`config.mk`:
```
export PLATFORM = sky130hd
export DESIGN_NAME = configurable_crc_engine_core
export DESIGN_NICKNAME = d
export VERILOG_FILES = /design/src/hdl/cce_pkg.sv /design/src/hdl/configurable_crc_engine_core.sv /design/src/hdl/cce_front.sv /design/src/hdl/cce_back.sv
export SDC_FILE = /design/constraint.sdc
export NUM_CORES = 1
export LEC_CHECK = 0
export BUFFER_PORTS_ARGS = -buffer_cell sky130_fd_sc_hd__buf_2
export CORE_MARGIN = 4
export CORE_UTILIZATION = 40
export CTS_BUF_LIST = sky130_fd_sc_hd__clkbuf_2 sky130_fd_sc_hd__clkbuf_4 sky130_fd_sc_hd__clkbuf_8
export CTS_CLUSTER_DIAMETER = 150
export DETAILED_ROUTE_END_ITERATION = 16
export HOLD_SLACK_MARGIN = 0.1
export PLACE_DENSITY_LB_ADDON = 0.08
export SYNTH_ARGS = -nofsm -noshare
export SYNTH_HDL_FRONTEND = slang
export SYNTH_HIERARCHICAL = 1
export SYNTH_SLANG_ARGS = --single-unit
```
`constraint.sdc`:
```
create_clock -name clk -period 13.25 [get_ports clk]
set_input_delay 1.9875 -clock clk [delete_from_list [all_inputs] [get_ports clk]]
set_output_delay 1.9875 -clock clk [all_outputs]
set_load 0.03 [all_outputs]
```
`src/hdl/cce_pkg.sv`:
```
// ----------------------------------------------------------------------------
// cce_pkg
// Types and constants of the configurable crc engine
// ----------------------------------------------------------------------------
package cce_pkg;

    localparam int CRC_W = 32;

    // crc width codes
    typedef enum logic [1:0] {
        WIDTH_8    = 2'd0,
        WIDTH_16   = 2'd1,
        WIDTH_32   = 2'd2,
        WIDTH_NONE = 2'd3
    } width_mode_t;

    // configuration register indexes
    typedef enum logic [2:0] {
        REG_WIDTH_MODE     = 3'd0,
        REG_REFLECT_INPUT  = 3'd1,
        REG_REFLECT_OUTPUT = 3'd2,
        REG_POLYNOMIAL     = 3'd3,
        REG_INITIAL_VALUE  = 3'd4,
        REG_FINAL_XOR      = 3'd5
    } reg_index_t;

    // reset values of the configuration
    localparam width_mode_t       RST_WIDTH_MODE     = WIDTH_32;
    localparam logic              RST_REFLECT_INPUT  = 1'b1;
    localparam logic              RST_REFLECT_OUTPUT = 1'b1;
    localparam logic [CRC_W-1:0]  RST_POLYNOMIAL     = 32'h04C1_1DB7;
    localparam logic [CRC_W-1:0]  RST_INITIAL_VALUE  = 32'hFFFF_FFFF;
    localparam logic [CRC_W-1:0]  RST_FINAL_XOR      = 32'hFFFF_FFFF;

    // configuration seen by the datapath
    typedef struct packed {
        width_mode_t       width_mode;
        logic              reflect_input;
        logic              reflect_output;
        logic [CRC_W-1:0]  polynomial;
        logic [CRC_W-1:0]  initial_value;
        logic [CRC_W-1:0]  final_xor;
    } cfg_t;

    // classified item as held in the queue
    typedef struct packed {
        logic [7:0] data_byte;
        logic       load;
        logic       absorb;
        logic       emit;
    } item_t;

endpackage

```
`src/hdl/configurable_crc_engine_core.sv`:
```
// ----------------------------------------------------------------------------
// configurable_crc_engine_core
// Byte-serial msb-first crc engine for 8, 16 or 32 bit crcs
// ----------------------------------------------------------------------------
// Usage:
//   Items arrive on the in channel (in_valid/in_ready) with data_byte,
//   byte_present, first_item and last_item. An item with last_item set
//   produces one crc_value on the out channel (out_valid/out_ready).
//   Configuration is written through cfg_we/cfg_index/cfg_data while idle.
// Timing:
//   An accepted last item waits in the input queue; the crc stage loads the
//   output register, raising out_valid, at the edge that takes it from the
//   queue. One item per clock is sustained while no result waits on
//   out_ready; eight unrolled shift and xor steps absorb a whole byte.
// Stalls:
//   When out_ready is low the result is held; the crc stage keeps taking
//   items that carry no result, and the input queue fills before in_ready
//   drops.
// Reset:
//   Configuration returns to crc-32 defaults, the crc register to all ones,
//   queue and output are emptied.
// ----------------------------------------------------------------------------
module configurable_crc_engine_core
    import cce_pkg::*;
#(
    parameter int QUEUE_DEPTH = 2
)
(
    input  logic              clk,
    input  logic              rst_n,
    input  logic              cfg_we,
    input  logic [2:0]        cfg_index,
    input  logic [CRC_W-1:0]  cfg_data,
    input  logic              in_valid,
    output logic              in_ready,
    input  logic [7:0]        data_byte,
    input  logic              byte_present,
    input  logic              first_item,
    input  logic              last_item,
    output logic              out_valid,
    input  logic              out_ready,
    output logic [CRC_W-1:0]  crc_value
);

    cfg_t   cfg_reg, cfg_next;
    logic   q_valid;
    item_t  q_item;
    logic   q_pop;

    // configuration register writes
    always_comb
    begin
        cfg_next = cfg_reg;
        if (cfg_we)
        begin
            unique case (reg_index_t'(cfg_index))
                REG_WIDTH_MODE:     cfg_next.width_mode     = width_mode_t'(cfg_data[1:0]);
                REG_REFLECT_INPUT:  cfg_next.reflect_input  = cfg_data[0];
                REG_REFLECT_OUTPUT: cfg_next.reflect_output = cfg_data[0];
                REG_POLYNOMIAL:     cfg_next.polynomial     = cfg_data;
                REG_INITIAL_VALUE:  cfg_next.initial_value  = cfg_data;
                REG_FINAL_XOR:      cfg_next.final_xor      = cfg_data;
                default:            cfg_next = cfg_reg;
            endcase
        end
    end

    always_ff @(posedge clk or negedge rst_n)
    begin
        if (!rst_n)
        begin
            cfg_reg.width_mode     <= RST_WIDTH_MODE;
            cfg_reg.reflect_input  <= RST_REFLECT_INPUT;
            cfg_reg.reflect_output <= RST_REFLECT_OUTPUT;
            cfg_reg.polynomial     <= RST_POLYNOMIAL;
            cfg_reg.initial_value  <= RST_INITIAL_VALUE;
            cfg_reg.final_xor      <= RST_FINAL_XOR;
        end
        else
        begin
            cfg_reg <= cfg_next;
        end
    end

    // input side with item queue
    cce_front #(
        .QUEUE_DEPTH (QUEUE_DEPTH)
    ) u_front (
        .clk          (clk),
        .rst_n        (rst_n),
        .in_valid     (in_valid),
        .in_ready     (in_ready),
        .data_byte    (data_byte),
        .byte_present (byte_present),
        .first_item   (first_item),
        .last_item    (last_item),
        .q_valid      (q_valid),
        .q_item       (q_item),
        .q_pop        (q_pop)
    );

    // crc stage and result register
    cce_back u_back (
        .clk       (clk),
        .rst_n     (rst_n),
        .cfg       (cfg_reg),
        .q_valid   (q_valid),
        .q_item    (q_item),
        .q_pop     (q_pop),
        .out_valid (out_valid),
        .out_ready (out_ready),
        .crc_value (crc_value)
    );

endmodule

```
`src/hdl/cce_front.sv`:
```
// ----------------------------------------------------------------------------
// cce_front
// Input side: accepts items, classifies them and queues them for the back end
// ----------------------------------------------------------------------------
module cce_front
    import cce_pkg::*;
#(
    parameter int QUEUE_DEPTH = 2
)
(
    input  logic        clk,
    input  logic        rst_n,
    input  logic        in_valid,
    output logic        in_ready,
    input  logic [7:0]  data_byte,
    input  logic        byte_present,
    input  logic        first_item,
    input  logic        last_item,
    output logic        q_valid,
    output item_t       q_item,
    input  logic        q_pop
);

    localparam int PTR_W = (QUEUE_DEPTH > 1) ? $clog2(QUEUE_DEPTH) : 1;
    localparam int CNT_W = $clog2(QUEUE_DEPTH + 1);

    item_t              item_mem [QUEUE_DEPTH];
    item_t              item_in;
    logic [PTR_W-1:0]   wr_ptr_reg, wr_ptr_next;
    logic [PTR_W-1:0]   rd_ptr_reg, rd_ptr_next;
    logic [CNT_W-1:0]   count_reg, count_next;
    logic               push;

    // classify the incoming item
    always_comb
    begin
        item_in.data_byte = data_byte;
        item_in.load      = first_item;
        item_in.absorb    = byte_present;
        item_in.emit      = last_item;
    end

    assign in_ready = (count_reg != CNT_W'(QUEUE_DEPTH));
    assign push     = in_valid && in_ready;
    assign q_valid  = (count_reg != '0);
    assign q_item   = item_mem[rd_ptr_reg];

    // pointer and fill count update
    always_comb
    begin
        wr_ptr_next = wr_ptr_reg;
        rd_ptr_next = rd_ptr_reg;
        count_next  = count_reg;
        if (push)
        begin
            wr_ptr_next = (wr_ptr_reg == PTR_W'(QUEUE_DEPTH - 1)) ? '0 : wr_ptr_reg + 1'b1;
        end
        if (q_pop)
        begin
            rd_ptr_next = (rd_ptr_reg == PTR_W'(QUEUE_DEPTH - 1)) ? '0 : rd_ptr_reg + 1'b1;
        end
        case ({push, q_pop})
            2'b10:   count_next = count_reg + 1'b1;
            2'b01:   count_next = count_reg - 1'b1;
            default: count_next = count_reg;
        endcase
    end

    always_ff @(posedge clk or negedge rst_n)
    begin
        if (!rst_n)
        begin
            wr_ptr_reg <= '0;
            rd_ptr_reg <= '0;
            count_reg  <= '0;
        end
        else
        begin
            wr_ptr_reg <= wr_ptr_next;
            rd_ptr_reg <= rd_ptr_next;
            count_reg  <= count_next;
        end
    end

    // queue storage
    always_ff @(posedge clk)
    begin
        if (push)
        begin
            item_mem[wr_ptr_reg] <= item_in;
        end
    end

endmodule

```
`src/hdl/cce_back.sv`:
```
// ----------------------------------------------------------------------------
// cce_back
// Execution side: byte-wide crc update, finishing and result register
// ----------------------------------------------------------------------------
module cce_back
    import cce_pkg::*;
(
    input  logic              clk,
    input  logic              rst_n,
    input  cfg_t              cfg,
    input  logic              q_valid,
    input  item_t             q_item,
    output logic              q_pop,
    output logic              out_valid,
    input  logic              out_ready,
    output logic [CRC_W-1:0]  crc_value
);

    logic [CRC_W-1:0]  crc_reg, crc_next;
    logic              out_valid_reg, out_valid_next;
    logic [CRC_W-1:0]  out_data_reg, out_data_next;
    logic [CRC_W-1:0]  mask;
    logic [CRC_W-1:0]  poly;
    logic [7:0]        byte_in;
    logic [CRC_W-1:0]  crc_work;
    logic [CRC_W-1:0]  crc_rev;
    logic [CRC_W-1:0]  crc_fin;
    logic [CRC_W-1:0]  result;
    logic              top_bit;

    // width mask and polynomial
    always_comb
    begin
        unique case (cfg.width_mode)
            WIDTH_8:  mask = 32'h0000_00FF;
            WIDTH_16: mask = 32'h0000_FFFF;
            default:  mask = 32'hFFFF_FFFF;
        endcase
        poly = cfg.polynomial & mask;
    end

    // load, absorb one byte with eight shift steps
    always_comb
    begin
        byte_in  = cfg.reflect_input ? {<<{q_item.data_byte}} : q_item.data_byte;
        crc_work = (q_item.load ? cfg.initial_value : crc_reg) & mask;
        top_bit  = 1'b0;
        if (q_item.absorb)
        begin
            unique case (cfg.width_mode)
                WIDTH_8:  crc_work = crc_work ^ {24'd0, byte_in};
                WIDTH_16: crc_work = crc_work ^ {16'd0, byte_in, 8'd0};
                default:  crc_work = crc_work ^ {byte_in, 24'd0};
            endcase
            for (int i = 0; i < 8; i++)
            begin
                unique case (cfg.width_mode)
                    WIDTH_8:  top_bit = crc_work[7];
                    WIDTH_16: top_bit = crc_work[15];
                    default:  top_bit = crc_work[31];
                endcase
                if (top_bit)
                begin
                    crc_work = ((crc_work << 1) ^ poly) & mask;
                end
                else
                begin
                    crc_work = (crc_work << 1) & mask;
                end
            end
        end
    end

    // output reflection and final xor
    always_comb
    begin
        crc_rev = {<<{crc_work}};
        if (cfg.reflect_output)
        begin
            unique case (cfg.width_mode)
                WIDTH_8:  crc_fin = {24'd0, crc_rev[31:24]};
                WIDTH_16: crc_fin = {16'd0, crc_rev[31:16]};
                default:  crc_fin = crc_rev;
            endcase
        end
        else
        begin
            crc_fin = crc_work;
        end
        result = (cfg.width_mode == WIDTH_NONE) ? '0 : ((crc_fin ^ cfg.final_xor) & mask);
    end

    // take an item unless it has a result and the output slot is still full
    assign q_pop = q_valid && (!q_item.emit || !out_valid_reg || out_ready);

    always_comb
    begin
        crc_next       = crc_reg;
        out_valid_next = out_valid_reg;
        out_data_next  = out_data_reg;
        if (out_ready)
        begin
            out_valid_next = 1'b0;
        end
        if (q_pop)
        begin
            crc_next = q_item.emit ? cfg.initial_value : crc_work;
            if (q_item.emit)
            begin
                out_valid_next = 1'b1;
                out_data_next  = result;
            end
        end
    end

    always_ff @(posedge clk or negedge rst_n)
    begin
        if (!rst_n)
        begin
            crc_reg       <= RST_INITIAL_VALUE;
            out_valid_reg <= 1'b0;
        end
        else
        begin
            crc_reg       <= crc_next;
            out_valid_reg <= out_valid_next;
        end
    end

    // result payload
    always_ff @(posedge clk)
    begin
        out_data_reg <= out_data_next;
    end

    assign out_valid = out_valid_reg;
    assign crc_value = out_data_reg;

endmodule

```
==> results of run 1 <==
## through the flow
stage | setup slack, ns | hold WS, ns | utilization [%] | std cells
after floorplan | 6.21 | 0.455 | - | 1667
after global placement | 3.85 | 0.463 | 42.9 | 2165
after detailed placement | 3.60 | 0.473 | 42.9 | 2165
after CTS | 3.58 | 0.488 | 43.9 | 2197
after global routing | 2.76 | 0.500 | 43.9 | 2197
final | 3.31 | 0.484 | 43.9 | 2197
## cell families (layout without fill, tap and decap cells)
family | count (synthesis) | count (layout) | share of synthesized area, %
simple gates | 562 | 562 | 17.6
flops | 191 | 191 | 33.6
xor+xnor | 242 | 242 | 15.7
buf+inv | 157 | 176 | 4.28
mux | 195 | 195 | 13.8
compound gates | 319 | 319 | 15.0
fa+ha+maj | 1 | 1 | 0.0809
## worst max path at each step
stage	from	end	slack (ns)
after floorplan	u_front/rd_ptr_reg$_DFFE_PN0P_	u_back/crc_value[1]$_SDFFCE_PN0P_	6.21
after global placement	u_front/rd_ptr_reg$_DFFE_PN0P_	u_back/crc_value[16]$_SDFFCE_PN0P_	3.85
after detailed placement	u_front/rd_ptr_reg$_DFFE_PN0P_	u_back/crc_value[3]$_SDFFCE_PN0P_	3.60
after CTS	u_front/rd_ptr_reg$_DFFE_PN0P_	u_back/crc_value[3]$_SDFFCE_PN0P_	3.58
after global routing	u_front/rd_ptr_reg$_DFFE_PN0P_	u_back/crc_value[10]$_SDFFCE_PN0P_	2.76
final	u_front/rd_ptr_reg$_DFFE_PN0P_	u_back/crc_value[10]$_SDFFCE_PN0P_	3.31
## metal layers
metal  GRT usage, %  part of all wire [%]  up-vias
li1               -                     -     6053
met1           38.0                    44     6662
met2           41.2                    43      566
met3           6.70                   8.1      103
met4           12.4                   4.3        2
met5              0                 0.014        -
## critical path, stage by stage, from the launching register on
cell	delay (ns)
dfrtp_1	0.66
mux2_2	0.39
buf_4	0.24
mux2_4	0.35
a222oi_1	0.74
xnor2_1	0.13
buf_4	0.24
a311oi_4	0.36
mux2i_1	0.44
and2_1	0.59
xnor2_1	0.14
o221ai_1	0.21
mux2i_1	0.78
and2_1	0.78
nand3_1	0.19
xnor2_1	0.23
xnor2_2	0.76
nand4_1	0.86
nand4_1	0.48
nor3b_1	0.11
o41ai_1	0.75
o221ai_1	0.20
o31ai_1	0.12
## cell type report
type	instances	area (um^2)	area share, %
flip-flops and latches	191	5190	31.2
repair buffers	120	697	4.19
inverters	24	90.1	0.541
well taps	511	639	3.84
multi-input cells	1319	9640	58.0
clock buffers	17	234	1.41
clock inverters	15	145	0.872
## cell usage in the layout, fill, tap and decap left out, types with 10 or more instances in the layout
master	n
a211oi_1	28
a21oi_1	44
a221oi_1	12
a31oi_1	20
and2_1	25
and3_1	14
and4_1	12
buf_2	83
buf_4	36
clkbuf_8	17
dfrtp_1	24
dfstp_2	113
edfxtp_1	54
inv_1	22
mux2_1	39
mux2_2	88
mux2i_1	66
nand2_1	235
nand3_1	46
nand4_1	30
nor2_1	81
nor3_1	36
nor3b_1	10
o211ai_1	20
o21a_1	12
o21ai_0	56
or3_1	19
xnor2_1	185
xnor3_1	18
xor2_1	31
==> summary.txt, run 1 <==
status: finished clean
Worst Hold Launch: u_back/crc_reg[22]$_DFFE_PN1P_
slew margin rel.: 18.0%
Final Wtd Congestion: 0.986
r2r endpoint: u_back/crc_value[10]$_SDFFCE_PN0P_
Hold Fails Final Rpt: 0
# diodes: 0
synthesis-to-layout area growth: 7.62%
Initial Utilization: 40.8%
mean post-synth cell area: 9.28 um^2
WHS Endpoint: u_back/crc_reg[22]$_DFFE_PN1P_
setup repair after global routing missed its margin: no
vias per cell: 6.09
Hold WC Path Type: reg2reg
largest fanout on the critical path: 20
type of the worst setup path: reg2reg
Synth async-reset ratio: 71.7%
DR WL/cell: 26.7 um
post_cts resized: 0
Synth Flop Type: dfstp_2
Yosys reg bits: 191
largest net degree at the start of global routing: 71
Routed Antenna Nets: 0
worst-margin pin slew: 1.22 ns
Fill cells: 3750
Inserted Clock Buffers: 17
min cycle time layout: 9.94 ns
post-DP HPWL: 42400 um
Detailed Route Iter0 Violations: 1616
Post-Syn Area: 0.0155 mm^2
area leader, netlist: dfstp_2
first-pass GRT wire length: 85200 um
CTS max path bufs: 2
layout cell share with drive strength beyond 1: 23.4%
critical path launch point type: flop
I/O pins: 85
final setup fails: 0
Die ar.: 0.0419 mm^2
H-tree depth: 4
WP data arrival: 10.30 ns
Root Buffer: clkbuf_8
die width: 205 um
design area: 0.0166 mm^2
Yosys warnings: 6
Gate Count Post-Synth: 1667
sequential area share after synthesis: 33.6%
Setup Total Neg Slack: 0 ns
hold-critical path depth: 2
Area after DPL: 0.0163 mm^2
Synth top area share: 19.2%
hold_buf cts: 0
Area contributors post-synth: dfstp_2 19%, xnor2_1 11%, edfxtp_1 10%
worst r2r src: u_front/rd_ptr_reg$_DFFE_PN0P_
Global Route Usage Sum: 27.6%
final wirelength: 58600 um
router iterations before antenna repair: 5
Post-synth EDFFs: 54
clk sinks: 191
Req. time, crit path: 13.60 ns
Clock transition at path regs: 0.11 ns
Worst Reg-to-Reg Cells: 22
fin. max-slew vios: 0
most common cell in the netlist: nand2_1
period utilisation layout: 75.0%
post-synthesis net count: 1719
num rows: 71
clock latency on the worst-skew pair: 0.53 ns
skew final: 0.0175 ns
I/O Buffers: 84
Max Clk Rate: 0.101 GHz
via count: 13.4k
most frequent cells after synthesis: 235 x nand2_1, 186 x xnor2_1, 113 x dfstp_2, 88 x clkbuf_1, 86 x mux2_2
Post-CTS Setup Bufs: 0
CP Capture Type: flop
Synth cell types: 96
NumNets Final: 1725
Die Ht: 205 um
reg2reg setup slack: 3.31 ns
CORE AREA: 0.0379 mm^2
MaxCap Viol Count: 0
initial antenna violation count: 1
DRC violations left: 0
number of global-route vias before repair: 12.7k
GRT Residual Overflow: 0
max reg flops: 100
CTS tree: yes
Power of run 1 is left out: the tool's default activity adds up to more than one toggle a clock period on the data nets, which glitch-free logic cannot reach.
==> run 2: changes to the inputs <==
==> constraint.sdc (replaced) <==
create_clock -name clk -period 8.15 [get_ports clk]
set_input_delay 1.2225 -clock clk [delete_from_list [all_inputs] [get_ports clk]]
set_output_delay 1.2225 -clock clk [all_outputs]
set_load 0.03 [all_outputs]
==> summary.txt, run 2 (synthesized netlist as in run 1, its figures left out) <==
post-DP HPWL: 43900 um (was 42400 um)
min cycle time layout: 7.71 ns (was 9.94 ns)
router iterations before antenna repair: 5 (unchanged)
synthesis-to-layout area growth: 9.51% (was 7.62%)
period utilisation layout: 94.7% (was 75.0%)
Detailed Route Iter0 Violations: 1212 (was 1616)
vias per cell: 6.04 (was 6.09)
critical path launch point type: flop (unchanged)
commonest non-fill, non-tap cell in the layout: nand2_1 (unchanged)
DRC violations left: 0 (unchanged)
Clock transition at path regs: 0.11 ns (about the same)
via count: 13.5k (was 13.4k)
CP cell instances: buf_4 -> mux2_1 -> mux2_2 -> xnor2_1 -> nand3_1 -> a31o_2 -> and2_1 -> xnor2_1 -> o21ai_0 -> a211o_1 -> mux2_2 -> o2111ai_1 -> nor3_1 -> nor4_1 -> buf_4 -> xnor2_1 -> a211oi_1 -> buf_4 -> nor3_1 -> a211oi_1 -> o31ai_1 -> a21o_1 -> a21oi_1 (was mux2_2 -> buf_4 -> mux2_4 -> a222oi_1 -> xnor2_1 -> buf_4 -> a311oi_4 -> mux2i_1 -> and2_1 -> xnor2_1 -> o221ai_1 -> mux2i_1 -> and2_1 -> nand3_1 -> xnor2_1 -> xnor2_2 -> nand4_1 -> nand4_1 -> nor3b_1 -> o41ai_1 -> o221ai_1 -> o31ai_1)
Worst path slowest cell: o31ai_1 (was nand4_1)
CORE AREA: 0.0379 mm^2 (unchanged)
layout cell share with drive strength beyond 1: 24.9% (was 23.4%)
Hold Fails Final Rpt: 0 (unchanged)
fin. max-slew vios: 0 (unchanged)
FF/Latch Area: 0.00519 mm^2 (unchanged)
Initial Utilization: 40.8% (unchanged)
Fill cells: 3752 (was 3750)
setup repair after global routing missed its margin: no (unchanged)
Max Clk Rate: 0.130 GHz (was 0.101 GHz)
status: finished clean (unchanged)
CTS tree: yes (unchanged)
CP Capture Type: flop (unchanged)
final core area utilization: 44.6% (was 43.9%)
max reg flops: 100 (unchanged)
Post-CTS Setup Bufs: 0 (unchanged)
largest fanout on the critical path: 11 (was 20)
Inserted Clock Buffers: 17 (unchanged)
Setup Total Neg Slack: 0 ns (unchanged)
MaxCap Viol Count: 0 (unchanged)
NumNets Final: 1760 (was 1725)
Cells after DPL: 2200 (was 2165)
H-tree depth: 4 (unchanged)
# diodes: 0 (unchanged)
GRT Residual Overflow: 0 (unchanged)
Routed Antenna Nets: 0 (unchanged)
hold_buf cts: 0 (unchanged)
Global Route Usage Sum: 27.9% (was 27.6%)
CP max stage delay: 0.64 ns (was 0.86 ns)
WP data arrival: 7.94 ns (was 10.30 ns)
first-pass GRT wire length: 86500 um (was 85200 um)
clk sinks: 191 (unchanged)
Hold WC Path Type: reg2reg (unchanged)
worst-margin pin slew: 1.14 ns (was 1.22 ns)
Root Buffer: clkbuf_8 (unchanged)
number of global-route vias before repair: 12.8k (was 12.7k)
Req. time, crit path: 8.38 ns (was 13.60 ns)
post_cts resized: 0 (unchanged)
multi-input logic area: 0.00964 mm^2 (about the same)
skew final: 0.0212 ns (was 0.0175 ns)
pre-CTS WS: 0.621 ns (was 3.60 ns)
Die Ht: 205 um (unchanged)
clock latency on the worst-skew pair: 0.52 ns (was 0.53 ns)
Die ar.: 0.0419 mm^2 (unchanged)
slew margin rel.: 23.5% (was 18.0%)
commonest non-fill, non-tap cells in the layout: 235 x nand2_1, 186 x xnor2_1, 113 x dfstp_2 (was 235 x nand2_1, 185 x xnor2_1, 113 x dfstp_2)
final wirelength: 58900 um (was 58600 um)
I/O Buffers: 84 (unchanged)
final worst slack: 0.436 ns (was 3.31 ns)
final setup fails: 0 (unchanged)
CTS max path bufs: 2 (unchanged)
I/O pins: 85 (unchanged)
type of the worst setup path: reg2reg (unchanged)
num rows: 71 (unchanged)
largest net degree at the start of global routing: 72 (was 71)
die width: 205 um (unchanged)
DR WL/cell: 26.4 um (was 26.7 um)
initial antenna violation count: 1 (unchanged)
Final Wtd Congestion: 0.936 (was 0.986)
Non-Filler Instances: 2232 (was 2197)
run 2: cell count changes in the layout (fill, tap and decap cells not counted), moves of 2 or more:
cell and delta:
clkinvlp_2 -2, inv_6 -2, inv_8 +3, buf_4 +34
run 2: per-stage QoR:
stage / hold slack (ns) / instance area [um^2]
final: 0.485 / 16900
after global placement: 0.464 / 16500
after detailed placement: 0.472 / 16500
after CTS: 0.487 / 16900
after floorplan: 0.455 / 15500
after global routing: 0.503 / 16900
run 2: layout make-up:
class	instances	share of cell area (%)
Multi-Input combinational cell	1319	56.9
Sequential cell	191	30.7
Timing Repair Buffer	155	5.74
Tap cell	511	3.78
Clock buffer	17	1.38
Clock inverter	15	0.998
Inverter	24	0.532
run 2: worst paths after layout:
check	from	cells after the start	endpoint	slack (ns)
hold reg to reg	u_back/crc_reg[14]$_DFFE_PN1P_	2	u_back/crc_reg[14]$_DFFE_PN1P_	0.49
hold / removal	u_back/crc_reg[14]$_DFFE_PN1P_	2	u_back/crc_reg[14]$_DFFE_PN1P_	0.49
setup / recovery	u_front/rd_ptr_reg$_DFFE_PN0P_	23	u_back/crc_value[8]$_SDFFCE_PN0P_	0.44
max in group asynchronous	rst_n	2	cfg_reg[73]$_DFFE_PN0P_	6.09
setup reg to reg	u_front/rd_ptr_reg$_DFFE_PN0P_	23	u_back/crc_value[8]$_SDFFCE_PN0P_	0.44
min in group asynchronous	rst_n	1	cfg_reg[78]$_DFFE_PN0P_	0.70
run 2: routing by layer:
metal | GRT usage [%] | wire length, um | part of all wire [%]
met5 | 0 | 0 | 0
met4 | 11.7 | 2450 | 4.2
met1 | 39.5 | 26500 | 45
met3 | 3.69 | 3650 | 6.2
met2 | 43.0 | 26200 | 45
run 2: critical path: cells and delay by family (launching register included):
kind / cells / cell delay (ns)
AOI/OAI and AO/OA: 9 / 2.39
buffers and inverters: 3 / 0.54
xor gates and xnor gates: 3 / 1.43
DFF: 1 / 0.36
and+or+nand+nor: 5 / 1.54
muxes: 3 / 1.16
Power of run 2 is left out for the same reason.
==> run 3: changes to the inputs <==
--- a/config.mk
+++ b/config.mk
@@ -12,7 +12,8 @@
 export CTS_CLUSTER_DIAMETER = 150
 export DETAILED_ROUTE_END_ITERATION = 16
 export HOLD_SLACK_MARGIN = 0.1
-export PLACE_DENSITY_LB_ADDON = 0.08
+export PLACE_DENSITY = 0.66
+export SETUP_SLACK_MARGIN = 0.05
 export SYNTH_ARGS = -nofsm -noshare
 export SYNTH_HDL_FRONTEND = slang
 export SYNTH_HIERARCHICAL = 1
==> summary.txt, run 3 (synthesized netlist as in run 1, its figures left out) <==
Initial Utilization: 40.8% (unchanged)
via count: 13.9k (was 13.5k)
max reg flops: 100 (unchanged)
vias per cell: 6.18 (was 6.04)
WP data arrival: 7.93 ns (was 7.94 ns)
post-DP HPWL: 42300 um (was 43900 um)
worst hold slack: 0.487 ns (was 0.485 ns)
CORE AREA: 0.0379 mm^2 (unchanged)
I/O Buffers: 84 (unchanged)
die width: 205 um (unchanged)
CTS max path bufs: 2 (unchanged)
Hold Fails Final Rpt: 0 (unchanged)
I/O pins: 85 (unchanged)
MaxCap Viol Count: 0 (unchanged)
CP Capture Type: flop (unchanged)
DRC violations left: 0 (unchanged)
min cycle time layout: 7.64 ns (was 7.71 ns)
skew final: 0.0219 ns (was 0.0212 ns)
DR WL/cell: 25.8 um (was 26.4 um)
clock latency on the worst-skew pair: 0.51 ns (was 0.52 ns)
Max Clk Rate: 0.131 GHz (was 0.130 GHz)
status: finished clean (unchanged)
largest net degree at the start of global routing: 74 (was 72)
Clock transition at path regs: 0.12 ns (was 0.11 ns)
Setup Total Neg Slack: 0 ns (unchanged)
largest fanout on the critical path: 22 (was 11)
Detailed Route Iter0 Violations: 1641 (was 1212)
Final Wtd Congestion: 0.998 (was 0.936)
clk sinks: 191 (unchanged)
GRT Residual Overflow: 0 (unchanged)
initial antenna violation count: 0 (was 1)
commonest non-fill, non-tap cell in the layout: nand2_1 (unchanged)
critical path launch point type: flop (unchanged)
final setup fails: 0 (unchanged)
first-pass GRT wire length: 86200 um (was 86500 um)
period utilisation layout: 93.8% (was 94.7%)
CTS tree: yes (unchanged)
layout cell share with drive strength beyond 1: 25.5% (was 24.9%)
type of the worst setup path: reg2reg (unchanged)
num rows: 71 (unchanged)
Hold WC Path Type: reg2reg (unchanged)
worst-margin pin slew: 1.11 ns (was 1.14 ns)
commonest non-fill, non-tap cells in the layout: 235 x nand2_1, 186 x xnor2_1, 113 x dfstp_2 (unchanged)
slew margin rel.: 26.0% (was 23.5%)
router iterations before antenna repair: 6 (was 5)
Die ar.: 0.0419 mm^2 (unchanged)
Global Route Usage Sum: 27.2% (was 27.9%)
Req. time, crit path: 8.43 ns (was 8.38 ns)
final wirelength: 57800 um (was 58900 um)
number of global-route vias before repair: 13.2k (was 12.8k)
reg2reg setup slack: 0.51 ns (was 0.44 ns)
Routed Antenna Nets: 0 (unchanged)
Root Buffer: clkbuf_8 (unchanged)
fin. max-slew vios: 0 (unchanged)
synthesis-to-layout area growth: 10.4% (was 9.51%)
NumNets Final: 1770 (was 1760)
Inserted Clock Buffers: 17 (unchanged)
setup repair after global routing missed its margin: no (unchanged)
# diodes: 0 (unchanged)
H-tree depth: 4 (unchanged)
Die Ht: 205 um (unchanged)
==> run 3: cell types whose count changed in the layout (fill, tap and decap cells not counted), sizes merged <==
cell	previous run	this run
buf	155	165
clkinv	3	5
clkinvlp	2	0
bufinv	1	2
inv	33	32
==> run 3: timing repair <==
action / in CTS / in global routing
hold buffers: 0 / 0
setup endpoints to repair: 0 / 8
endpoints found under the hold margin: 0 / 0
resized for setup: 0 / 5
setup buffers: 0 / 0
==> run 3: final cells by class <==
class                           instances  area, um^2
Clock inverter                         15         214
Fill cell                            3661       20900
Inverter                               24        90.1
Timing Repair Buffer                  165        1030
Sequential cell                       191        5190
Clock buffer                           17         234
Multi-Input combinational cell       1319        9660
Tap cell                              511         639
==> run 3: path summary, 6_finish.rpt <==
| kind | startpoint | end | depth (start not counted) |
|---|---|---|---|
| setup / recovery | u_front/rd_ptr_reg$_DFFE_PN0P_ | u_back/crc_value[1]$_SDFFCE_PN0P_ | 20 |
| hold / removal | u_back/crc_reg[17]$_DFFE_PN1P_ | u_back/crc_reg[17]$_DFFE_PN1P_ | 2 |
| setup reg to reg | u_front/rd_ptr_reg$_DFFE_PN0P_ | u_back/crc_value[1]$_SDFFCE_PN0P_ | 20 |
| hold reg to reg | u_back/crc_reg[17]$_DFFE_PN1P_ | u_back/crc_reg[17]$_DFFE_PN1P_ | 2 |
| max in group asynchronous | rst_n | u_front/rd_ptr_reg$_DFFE_PN0P_ | 2 |
| min in group asynchronous | rst_n | cfg_reg[85]$_DFFE_PN0P_ | 1 |
==> run 3: per-stage QoR <==
stage | area [um^2] | util [%] | setup slack (ns) | instances
6_report | 17100 | 45.0 | 0.509 | 2242
5_1_grt | 17100 | 45.0 | 0.121 | 2242
4_1_cts | 17000 | 44.9 | 0.237 | 2242
3_5_place_dp | 16600 | 43.7 | 0.351 | 2210
3_3_place_gp | 16600 | 43.7 | 0.438 | 2210
2_1_floorplan | 15500 | - | 1.11 | 1667
==> run 3: routing by layer <==
metal  wire length [um]  part of all wire [%]  vias up  global-route usage, %
li1                   -                     -     6129                      -
met1              24900                    43     6841                   39.0
met4               2380                   4.1        0                   10.1
met3               5060                   8.8      131                   4.59
met5                  0                     0        -                      0
met2              25400                    44      753                   41.3
==> run 3: critical path: stages, from the launching register on <==
cell and delay (ns):
dfrtp_2 0.53, mux2_2 0.34, buf_4 0.20, buf_4 0.42
mux2_2 0.49, a31o_2 0.26, and2_1 0.18, xnor2_1 0.59
o21ai_0 0.16, a211o_1 0.37, mux2_2 0.40, o2111ai_1 0.26
xnor2_1 0.32, a2111oi_0 0.77, a311oi_1 0.07, or3b_2 0.48
xnor2_1 0.50, o21ai_0 0.24, a211oi_1 0.40, o21ai_0 0.16
and3_1 0.20
Power of run 3 is left out for the same reason.
